File: src/rtl/vwd_pkg.sv
`timescale 1ns / 1ps
// ----------------------------------------------------------------------------
// vwd_pkg
// Shared types and constants of the vignetting / white balance / dither block.
// ----------------------------------------------------------------------------
package vwd_pkg;

  // position counter width, width and height use their low DimBits bits
  localparam int DimBits = 16;

  // configuration port
  localparam int CfgDataW = 60;
  localparam int CfgIdxW  = 3;

  // register indexes
  localparam logic [CfgIdxW-1:0] CfgContrastConst = 3'd0;
  localparam logic [CfgIdxW-1:0] CfgContrastX     = 3'd1;
  localparam logic [CfgIdxW-1:0] CfgContrastY     = 3'd2;
  localparam logic [CfgIdxW-1:0] CfgChannelGains  = 3'd3;
  localparam logic [CfgIdxW-1:0] CfgChannelOffs   = 3'd4;
  localparam logic [CfgIdxW-1:0] CfgGeometry      = 3'd5;
  localparam logic [CfgIdxW-1:0] CfgXStep         = 3'd6;
  localparam logic [CfgIdxW-1:0] CfgYStep         = 3'd7;

  // register reset values
  localparam logic [19:0] ContrastConstRst = 20'h10000;
  localparam logic [59:0] ChannelGainsRst  = 60'h010000100001_0000;
  localparam logic [24:0] StepRst          = 25'h1000000;

  // offset saturation, +-2.0 in Q.24
  localparam int OfsLimit = 33554432;

  // residual saturation, signed Q8.16
  localparam int ResMax = 8388607;
  localparam int ResMin = -8388608;

  // depth of the queue between front and back
  localparam int QueueDepth = 2;

  // decoded configuration
  typedef struct packed {
    logic signed [19:0]   contrast_const;
    logic [39:0]          x_terms;
    logic [39:0]          y_terms;
    logic [59:0]          gains;
    logic [47:0]          offsets;
    logic [DimBits-1:0]   width;
    logic [DimBits-1:0]   height;
    logic                 gray;
    logic [24:0]          x_step;
    logic [24:0]          y_step;
  } cfg_t;

  // one pixel with its position, as classified by the front
  typedef struct packed {
    logic [7:0]           pix_b;
    logic [7:0]           pix_g;
    logic [7:0]           pix_r;
    logic [DimBits-1:0]   col;
    logic [DimBits-1:0]   row;
    logic                 frame_start;
    logic                 last;
  } item_t;

endpackage

File: src/rtl/vwd_queue.sv
`timescale 1ns / 1ps
// ----------------------------------------------------------------------------
// vwd_queue
// Short word queue between the position front and the arithmetic back.
// ----------------------------------------------------------------------------
module vwd_queue (
  input  logic           clk_i,
  input  logic           rst_ni,
  input  logic           push_i,
  input  vwd_pkg::item_t push_item_i,
  output logic           full_o,
  input  logic           pop_i,
  output vwd_pkg::item_t pop_item_o,
  output logic           valid_o
);

  localparam int PtrW = (vwd_pkg::QueueDepth > 1) ? $clog2(vwd_pkg::QueueDepth) : 1;
  localparam int CntW = $clog2(vwd_pkg::QueueDepth + 1);
  localparam logic [PtrW-1:0] PtrLast = PtrW'(vwd_pkg::QueueDepth - 1);
  localparam logic [CntW-1:0] CntFull = CntW'(vwd_pkg::QueueDepth);

  vwd_pkg::item_t      entry_q [vwd_pkg::QueueDepth];
  logic [PtrW-1:0]     wr_ptr_q, wr_ptr_d;
  logic [PtrW-1:0]     rd_ptr_q, rd_ptr_d;
  logic [CntW-1:0]     count_q, count_d;
  logic                do_push, do_pop;

  assign full_o     = (count_q == CntFull);
  assign valid_o    = (count_q != '0);
  assign pop_item_o = entry_q[rd_ptr_q];
  assign do_push    = push_i && !full_o;
  assign do_pop     = pop_i && valid_o;

  // pointer and fill count update
  always_comb begin
    wr_ptr_d = wr_ptr_q;
    rd_ptr_d = rd_ptr_q;
    count_d  = count_q;
    if (do_push) begin
      wr_ptr_d = (wr_ptr_q == PtrLast) ? '0 : wr_ptr_q + 1'b1;
    end
    if (do_pop) begin
      rd_ptr_d = (rd_ptr_q == PtrLast) ? '0 : rd_ptr_q + 1'b1;
    end
    if (do_push && !do_pop) begin
      count_d = count_q + 1'b1;
    end else if (do_pop && !do_push) begin
      count_d = count_q - 1'b1;
    end
  end

  always_ff @(posedge clk_i or negedge rst_ni) begin
    if (!rst_ni) begin
      wr_ptr_q <= '0;
      rd_ptr_q <= '0;
      count_q  <= '0;
    end else begin
      wr_ptr_q <= wr_ptr_d;
      rd_ptr_q <= rd_ptr_d;
      count_q  <= count_d;
    end
  end

  // entry storage
  always_ff @(posedge clk_i) begin
    if (do_push) begin
      entry_q[wr_ptr_q] <= push_item_i;
    end
  end

endmodule

File: config.mk
export PLATFORM = sky130hd
export DESIGN_NAME = vwd_queue
export DESIGN_NICKNAME = d
export VERILOG_FILES = /design/src/rtl/vwd_pkg.sv /design/src/rtl/vwd_queue.sv
export SDC_FILE = /design/constraint.sdc
export NUM_CORES = 1
export LEC_CHECK = 0
export ABC_AREA = 1
export BUFFER_PORTS_ARGS = -buffer_cell sky130_fd_sc_hd__buf_2
export CAP_MARGIN = 40
export CORE_MARGIN = 3
export CORE_UTILIZATION = 56
export DETAILED_ROUTE_END_ITERATION = 12
export PLACE_DENSITY = 0.84
export SKIP_CTS_REPAIR_TIMING = 1
export SYNTH_ARGS = -nofsm -noshare
export SYNTH_HDL_FRONTEND = slang
export SYNTH_SLANG_ARGS = --single-unit
File: constraint.sdc
create_clock -name clk_i -period 6.5 [get_ports clk_i]
set_input_delay 0.975 -clock clk_i [delete_from_list [all_inputs] [get_ports clk_i]]
set_output_delay 0.975 -clock clk_i [all_outputs]
set_load 0.05 [all_outputs]
==> results.md <==
- Die ar.: approximately 9000 sq um
- Status: completed
- Rel. slew slack: 50.0%
- Largest net degree at the start of global routing: approximately 60
- Post-synthesis cell type count: 14
- Crit. End Element: output port
- DIE WIDTH: about 95 um
- Initial Util: 59.5%
- Final Slew Violations: 0
- Stages on the worst setup path: 6
- Post-Syn Area: 4450 sq um
- Global route overflow: 0
- Setup TNS: 0 ns
- R2r worst-path depth: 6
- Antenna diode count: 0
- Routed vias: around 2800
- Initial antenna violation count: 0
- Mean Syn Cell Area: about 13 sq um
- Vias in the first global route: 2772
- Core ar.: 7490 sq um
- Worst-Skew Late Latency: 0.49 ns
- Fin. Hold Viols: 0
- CTS sink count: 120
- Fmax: ~0.30 GHz
- Max Buffers Root-to-Sink: 2
- Worst Tran Pin Value: 0.751 ns
- R2R Path Start: count_q[1]
- First-pass GRT wire length: 13.1 mm
- Die height: between 90 and 100 um
- Layout cell share with drive strength beyond 1: 32.6%
- CTS tree: built
- Rows: 31
- Crit path DAT: 2.33 ns
- WL/cell: about 15 um
- Hpwl dp: around 5.4 mm
- Layout Nets: 529
- Ys Warns: 0
- HP Class: primary input to async pin
- Sequential cell area: 3580 sq um
- H-tree levels: 4
- GPL Wtd Cong: slightly above 0.7
- Synthesized flop and latch total: 120
- Worst reg2reg endpoint: entry_q[0][50]
- Final worst-path cycle share: 50.8%
- RSZ-0062 raised after global routing: no
- Worst Setup SP: rd_ptr_q
- TritonRoute pass-1 iters: 4
- Post-DRT Antenna Nets: 0
- DR iter-0 viols: between 150 and 200
- Number of max-cap violations: 0
- GRT Util Overall: approximately 20%
- Clock-pin transition on the worst setup and hold timing paths: 0.05 ns
- Cells after Synth: approximately 340
- Number of CTS-inserted buffers: 17
- WL final: ~8.4 mm
- Worst EP required: ~5.5 ns
- WP buf/inv: 4
- # port buffers: ~120
- Clock Tree Root: clkbuf_8
- DR vias/cell: 4.89
- I/O pins: about 120
- Layout Area Growth over Synthesis: 27.7%
- Syn Nets: a little under 400
- Clock skew: ~0.0068 ns
- Most frequent cells in the layout: 185 x nand2_1, 121 x buf_2, 116 x edfxtp_1
- Fillers: around 490
- CP max stage delay: between 0.5 and 0.6 ns
- Final min period: roughly 3.3 ns
- Critical-path cell list: buf_12 -> inv_2 -> buf_12 -> nand2_1 -> nand2_1 -> buf_2
- DRC viols: 0
- Leading cell type in the layout, fill and taps excluded: nand2_1
- Maximum fanout along the worst path: 46
- Delay-heaviest family, CP: buffers and inverters
- Worst Setup Path Type: flip-flop to output port
- Area of the multi-input gates: roughly 760 sq um
- Sequential area share after synthesis: 80.5%
- CP startpoint kind: flip-flop
- Final setup fails: 0
- Crit path to: pop_item_o[57]
- Reg-to-reg slack, setup: approximately 4.5 ns
- Worst path slowest cell: dfrtp_2
## through the flow
stage | setup WS, ns | hold slack (ns) | std cells | area, sq um | utilization, %
floorplan | 2.52 | 0.442 | 335 | 4450 | -
global placement | 3.17 | 0.453 | 544 | 5110 | 68.3
detailed placement | 3.71 | 0.475 | 546 | 5150 | 68.9
CTS | 3.17 | 0.260 | 578 | 5680 | 75.9
global route | 3.04 | 0.250 | 578 | 5680 | 75.9
finish | 3.20 | 0.281 | 578 | 5680 | 75.9
## cell type report
class / count / share of cell area [%]
flip-flops and latches: 120 / 63.1
inverters: 8 / 0.528
clock inverters: 9 / 1.43
clock buffers: 23 / 7.86
well taps: 99 / 2.18
multi-input cells: 194 / 13.3
repair buffers: 125 / 11.6
## routing by layer
metal  wire, um  GRT usage, %  share of wire [%]
met1       3310          23.3                 39
met2       4480          33.5                 53
met3        571          7.18                6.8
met4         70          6.85               0.83
met5          0             0                  0
## synthesized netlist by cell type, drive strengths merged
master / instances / area [sq um]
o21ai: 1 / 5.00
nand4: 1 / 6.26
nand2: 185 / 694
xnor2: 1 / 8.76
nor2: 3 / 11.3
dfrtp: 4 / 100
nand3: 2 / 10.0
buf: 13 / 88.8
inv: 8 / 30.0
ha: 1 / 12.5
edfxtp: 116 / 3480
## how the worst min path moves through the flow
stage,startpoint,endpoint,slack [ns],cells past startpoint
3_5_place_dp,count_q[1],count_q[1],0.47,2
6_report,rst_ni,rd_ptr_q,0.28,1
5_1_grt,rst_ni,rd_ptr_q,0.25,1
2_1_floorplan,count_q[1],count_q[1],0.44,2
4_1_cts,rst_ni,count_q[0],0.26,1
3_3_place_gp,count_q[1],count_q[1],0.45,2
## registers in the layout (all words and copies together), names as in the netlist
register,flops
count_q,2
rd_ptr_q,1
wr_ptr_q,1
entry_q,116
## kinds of logic after synthesis
kind of cell    after synthesis  synth area share [%]
simple gates                191                  16.2
flops                       120                  80.5
buf+inv                      21                  2.67
compound gates                1                 0.112
xor+xnor                      1                 0.197
fa+ha+maj                     1                 0.281
## worst register-to-register path: stages (launching register included)
cell     delay, ns
dfrtp_1       0.38
inv_1         0.11
nor2_1        0.07
nor2_1        0.17
nand2_1       0.11
inv_2         0.11
buf_4         0.57
Power is left out: the tool's default activity adds up to more than one toggle a clock period on the data nets, which glitch-free logic cannot reach.
