<file path="src/rtl/vwd_pkg.sv">
`timescale 1ns / 1ps
// ----------------------------------------------------------------------------
// vwd_pkg
// Shared types and constants of the vignetting / white balance / dither block.
// ----------------------------------------------------------------------------
package vwd_pkg;

  // position counter width, width and height use their low DimBits bits
  localparam int DimBits = 16;

  // configuration port
  localparam int CfgDataW = 60;
  localparam int CfgIdxW  = 3;

  // register indexes
  localparam logic [CfgIdxW-1:0] CfgContrastConst = 3'd0;
  localparam logic [CfgIdxW-1:0] CfgContrastX     = 3'd1;
  localparam logic [CfgIdxW-1:0] CfgContrastY     = 3'd2;
  localparam logic [CfgIdxW-1:0] CfgChannelGains  = 3'd3;
  localparam logic [CfgIdxW-1:0] CfgChannelOffs   = 3'd4;
  localparam logic [CfgIdxW-1:0] CfgGeometry      = 3'd5;
  localparam logic [CfgIdxW-1:0] CfgXStep         = 3'd6;
  localparam logic [CfgIdxW-1:0] CfgYStep         = 3'd7;

  // register reset values
  localparam logic [19:0] ContrastConstRst = 20'h10000;
  localparam logic [59:0] ChannelGainsRst  = 60'h010000100001_0000;
  localparam logic [24:0] StepRst          = 25'h1000000;

  // offset saturation, +-2.0 in Q.24
  localparam int OfsLimit = 33554432;

  // residual saturation, signed Q8.16
  localparam int ResMax = 8388607;
  localparam int ResMin = -8388608;

  // depth of the queue between front and back
  localparam int QueueDepth = 2;

  // decoded configuration
  typedef struct packed {
    logic signed [19:0]   contrast_const;
    logic [39:0]          x_terms;
    logic [39:0]          y_terms;
    logic [59:0]          gains;
    logic [47:0]          offsets;
    logic [DimBits-1:0]   width;
    logic [DimBits-1:0]   height;
    logic                 gray;
    logic [24:0]          x_step;
    logic [24:0]          y_step;
  } cfg_t;

  // one pixel with its position, as classified by the front
  typedef struct packed {
    logic [7:0]           pix_b;
    logic [7:0]           pix_g;
    logic [7:0]           pix_r;
    logic [DimBits-1:0]   col;
    logic [DimBits-1:0]   row;
    logic                 frame_start;
    logic                 last;
  } item_t;

endpackage

</file>
<file path="src/rtl/vwd_front.sv">
`timescale 1ns / 1ps
// ----------------------------------------------------------------------------
// vwd_front
// Accepts raster pixels, tracks column and row, flags the last pixel of a
// frame and pushes each word with its position into the queue.
// ----------------------------------------------------------------------------
module vwd_front (
  input  logic                        clk_i,
  input  logic                        rst_ni,
  input  logic [vwd_pkg::DimBits-1:0] width_i,
  input  logic [vwd_pkg::DimBits-1:0] height_i,
  input  logic                        in_valid_i,
  output logic                        in_stall_o,
  input  logic [7:0]                  pix_b_i,
  input  logic [7:0]                  pix_g_i,
  input  logic [7:0]                  pix_r_i,
  input  logic                        frame_start_i,
  output logic                        push_o,
  output vwd_pkg::item_t              push_item_o,
  input  logic                        full_i
);

  localparam int DW = vwd_pkg::DimBits;

  logic [DW-1:0] col_q, col_d;
  logic [DW-1:0] row_q, row_d;
  logic [DW-1:0] col_base, row_base;
  logic [DW:0]   col_inc, row_inc;
  logic          row_end, last;
  logic          accept;

  assign in_stall_o = full_i;
  assign accept     = in_valid_i && !full_i;
  assign push_o     = accept;

  // frame start restarts the position before this word
  assign col_base = frame_start_i ? '0 : col_q;
  assign row_base = frame_start_i ? '0 : row_q;
  assign col_inc  = {1'b0, col_base} + 1'b1;
  assign row_inc  = {1'b0, row_base} + 1'b1;
  assign row_end  = (col_inc >= {1'b0, width_i});
  assign last     = row_end && (row_inc >= {1'b0, height_i});

  // next position
  always_comb begin
    col_d = col_q;
    row_d = row_q;
    if (accept) begin
      if (row_end) begin
        col_d = '0;
        row_d = last ? '0 : row_inc[DW-1:0];
      end else begin
        col_d = col_inc[DW-1:0];
        row_d = row_base;
      end
    end
  end

  always_ff @(posedge clk_i or negedge rst_ni) begin
    if (!rst_ni) begin
      col_q <= '0;
      row_q <= '0;
    end else begin
      col_q <= col_d;
      row_q <= row_d;
    end
  end

  // queue word
  always_comb begin
    push_item_o.pix_b       = pix_b_i;
    push_item_o.pix_g       = pix_g_i;
    push_item_o.pix_r       = pix_r_i;
    push_item_o.col         = col_base;
    push_item_o.row         = row_base;
    push_item_o.frame_start = frame_start_i;
    push_item_o.last        = last;
  end

endmodule

</file>
<file path="config.mk">
export PLATFORM = sky130hd
export DESIGN_NAME = vwd_front
export DESIGN_NICKNAME = d
export VERILOG_FILES = /design/src/rtl/vwd_pkg.sv /design/src/rtl/vwd_front.sv
export SDC_FILE = /design/constraint.sdc
export NUM_CORES = 1
export LEC_CHECK = 0
export BUFFER_PORTS_ARGS = -buffer_cell sky130_fd_sc_hd__buf_2
export CAP_MARGIN = 20
export CORE_MARGIN = 2
export CORE_UTILIZATION = 55
export CTS_CLUSTER_SIZE = 14
export DETAILED_ROUTE_END_ITERATION = 10
export MAX_ROUTING_LAYER = met4
export PLACE_DENSITY = 0.87
export SLEW_MARGIN = 20
export SYNTH_ARGS = -nofsm -noshare
export SYNTH_HDL_FRONTEND = slang
export SYNTH_SLANG_ARGS = --single-unit
</file>
<file path="constraint.sdc">
create_clock -name clk_i -period 12.6 [get_ports clk_i]
set_clock_uncertainty 0.15 [all_clocks]
set_input_delay 1.26 -clock clk_i [delete_from_list [all_inputs] [get_ports clk_i]]
set_output_delay 1.26 -clock clk_i [all_outputs]
set_load 0.05 [all_outputs]
</file>
==> Flow_metrics.wiki <==
{| class="wikitable"
! Metric !! Value
|-
| Dominant synthesized flop cell || dfrtp_1
|-
| Cell at the root of the clock tree || clkbuf_8
|-
| Kind of end point of the critical path || primary output
|-
| Starting Density || 0.571
|-
| RSZ-0062 raised after global routing || no
|-
| Worst endpoint data arrival time || 5.09 ns
|-
| Count of TritonRoute iterations in the first routing pass || 4
|-
| Fraction of the mapped netlist area in adder cells || 0.125
|-
| Cell row count || 28
|-
| Worst slew pin tran || 0.856 ns
|-
| Aggregate negative setup slack || 0 ns
|-
| Dominant combinational cell family by area after synthesis || simple AND/OR/NAND/NOR gates
|-
| EDFF count, synth || 0
|-
| HP Class || flip-flop to flip-flop
|-
| PD cells || 64.2 nW/µm²
|-
| Run status || complete, no violations
|-
| CTS tree || done
|-
| Clk Latency, worst-skew pair || 0.29 ns
|-
| CTS Hold Bufs || 0
|-
| Placed wire-length estimate || 5940 µm
|-
| Final cycle utilization of the critical path || 0.516
|-
| Slew Limit Headroom || 0.429
|-
| Synth Warn # || 0
|-
| Net count of the mapped netlist || 502
|-
| Final hold violation count || 0
|-
| Chip Height || 82.6 µm
|-
| Flop and latch count out of synthesis || 32
|-
| Maximum number of pins on one net before global-route repair || 52
|-
| Global-route wire length before repair || 12500 µm
|-
| Number of clock sinks || 32
|-
| Upper clock frequency limit || 154 MHz
|-
| Number of antenna-violating nets in the routed design || 0
|-
| Area of the mapped netlist || 3400 µm²
|-
| Routability-driven placement congestion ratio || 0.926
|-
| Tot GR Track Use || 0.242
|-
| Area used by multi-input combinational logic || 2130 µm²
|-
| Layout cells sized above 1 || 0.234
|-
| Initial antenna violation count || 0
|-
| Fill cell total of the finished layout || 537
|-
| Post-Syn Instances || 407
|-
| Die area || 6820 µm²
|-
| Iter 0 DRT Violations || 195
|-
| Core ar. || 5960 µm²
|-
| WP data required || 11.19 ns
|-
| Fin nets || 539
|-
| End-of-flow core utilization || 0.607
|-
| Max VDD drop || 0.0524 mV
|-
| Leak || 1.97 nW
|-
| Buffer depth of the longest clock path || 2
|-
| Post-cts repair resize count || 0
|-
| Final Max Slew Viols || 0
|-
| Share of synthesized area spent on multiplexers || 0.00331
|-
| Number of primary I/O pins || 121
|-
| Fin crit period || 6.50 ns
|-
| Input/output buffers || 72
|-
| Vias after detailed routing || 2980
|-
| Sequential share of the synthesized area || 0.236
|-
| Class of the most critical setup path || input port to primary output
|-
| Detail-routed net length per standard cell || 15.0 µm
|-
| Number of max-cap violations || 0
|-
| Share of async-settable or async-resettable flops after synthesis || 1.00
|-
| FF/Latch Area || 801 µm²
|-
| Aggregate routed wire length || 7810 µm
|-
| DRC violations left || 0
|-
| Number of endpoints failing setup at the final stage || 0
|-
| Cell area after placement || 3520 µm²
|-
| Compound-gate portion of the synthesized area || 0.151
|-
| Post-route design area || 3620 µm²
|-
| Die width || 82.6 µm
|-
| Startpoint type of the worst setup path || input port
|-
| Mean number of vias per cell || 5.74
|-
| Fraction of the mapped netlist area in simple logic gates || 0.284
|-
| Yosys cell types || 65
|-
| Synthesized area per cell || 8.35 µm²
|-
| Biggest fanout along the worst timing path || 51
|-
| Post-CTS setup-driven buffer insertion count || 0
|-
| Total number of H-tree levels || 2
|-
| Inserted Diodes || 0
|-
| Number of buffers created by CTS || 5
|-
| GRT Residual Overflow || 0
|-
| Via count of the first global-routing pass || 2763
|-
| Xor and xnor fraction of the mapped netlist area || 0.0619
|-
| Clock-pin transition on the worst setup and hold timing paths || 0.07 ns
|-
| Area growth from synthesis to final layout || 6.41%
|}
## per-layer routing
metal	track usage	up-vias	part of all wire	wire, µm
met2	0.398	131	0.48	3720
met1	0.306	1385	0.45	3500
met5	-	-	0	0
li1	-	1451	-	-
met3	0.0424	13	0.064	497
met4	0.0721	0	0.012	97
## cells by family (layout without fill, tap and decap cells)
group           count (synthesis)  in the layout
simple gates                  166            166
fa+ha+maj                      34             34
mux                             1              1
compound gates                 72             72
flops                          32             32
xor+xnor                       24             24
buf+inv                        78            115
## final timing paths
path	from	end	cells after the start	slack, ns
max in group asynchronous	rst_ni	row_q[11]$_DFFE_PN0P_	1	10.93
min in group asynchronous	rst_ni	col_q[8]$_DFFE_PN0P_	1	0.89
worst min register to register	col_q[7]$_DFFE_PN0P_	col_q[7]$_DFFE_PN0P_	2	0.35
worst max register to register	row_q[0]$_DFFE_PN0P_	row_q[12]$_DFFE_PN0P_	14	8.42
worst min-delay path	col_q[7]$_DFFE_PN0P_	col_q[7]$_DFFE_PN0P_	2	0.35
worst max-delay path	frame_start_i	push_item_o[0]	15	6.10
## report_power, final
group          switching [mW]  total, mW  internal, mW
sequential            0.00246      0.107         0.104
clock                  0.0408     0.0895        0.0487
combinational          0.0232     0.0358        0.0126
total                  0.0664      0.232         0.166
## cell usage after synthesis, types with 4 or more instances
cell / count / area, µm²
buf_4: 29 / 218
o31ai_1: 4 / 30.0
nor3_1: 7 / 35.0
nand4_1: 9 / 56.3
nand2_1: 46 / 173
inv_1: 34 / 128
a31oi_1: 4 / 25.0
o21ai_0: 21 / 105
and2b_2: 6 / 52.6
a22o_1: 9 / 78.8
xnor2_1: 10 / 87.6
nor2_1: 19 / 71.3
xor2_1: 14 / 123
nor2b_1: 25 / 156
and3_1: 4 / 25.0
clkbuf_1: 7 / 26.3
a21oi_1: 10 / 50.1
dfrtp_1: 32 / 801
nand3_1: 19 / 95.1
ha_1: 34 / 425
nand2b_1: 4 / 25.0
## flip-flops by register name, indices dropped and copies added (netlist names)
| register | flops |
|---|---|
| row_q | 16 |
| col_q | 16 |
## layout by cell type (no fill, tap or decap), types with 2 or more instances in the layout
cell type | netlist | layout
and2_1 | 2 | 2
o31ai_1 | 4 | 4
nor4_4 | 2 | 2
nor3_1 | 7 | 7
nand2b_1 | 4 | 4
or3_1 | 2 | 2
xnor2_1 | 10 | 10
a211oi_1 | 2 | 2
inv_1 | 34 | 34
a31oi_1 | 4 | 4
nor2b_1 | 25 | 25
a22o_1 | 9 | 9
clkbuf_8 | 1 | 7
a21o_1 | 2 | 2
dfrtp_1 | 32 | 32
o311ai_0 | 3 | 3
nand4_1 | 9 | 9
and4b_2 | 2 | 2
nor2_1 | 19 | 19
o21a_1 | 2 | 2
nor2_4 | 2 | 2
and4_1 | 3 | 3
nand3_1 | 19 | 19
o41ai_1 | 2 | 2
nand2_1 | 46 | 46
and2b_2 | 6 | 6
ha_1 | 34 | 34
and3_1 | 4 | 4
o21ai_0 | 21 | 21
a21oi_1 | 10 | 10
xor2_1 | 14 | 14
o211ai_1 | 3 | 3
buf_2 | 1 | 72
## critical path, stage by stage
cell and delay, ns:
buf_2 0.36, nor2b_1 0.35, ha_1 0.33, nand3_1 0.25, nor4_4 0.36, and3_2 0.25, nand3_1 0.13, xnor2_1 0.17
ha_1 0.30, a2111o_1 0.36, a21oi_1 0.20, a31oi_4 0.20, nor2_4 0.22, nor2_1 0.08, buf_2 0.24
## cell type report
type,instances,share of cell area
multi-input combinational,297,0.588
sequential,32,0.221
timing repair buffer,73,0.102
inverter,35,0.0363
clock buffer,7,0.0266
tap,75,0.0260
## metrics by stage
stage / setup WS (ns) / instances / hold WS, ns / power (mW)
after floorplan: 5.77 / 407 / 0.296 / 0.152
after global placement: 6.28 / 512 / 0.330 / 0.143
after detailed placement: 6.10 / 512 / 0.338 / 0.144
after CTS: 6.10 / 519 / 0.355 / 0.234
after global routing: 5.80 / 519 / 0.384 / 0.241
final: 6.10 / 519 / 0.352 / 0.232
No activity file was read; power rests on OpenSTA's default activity.
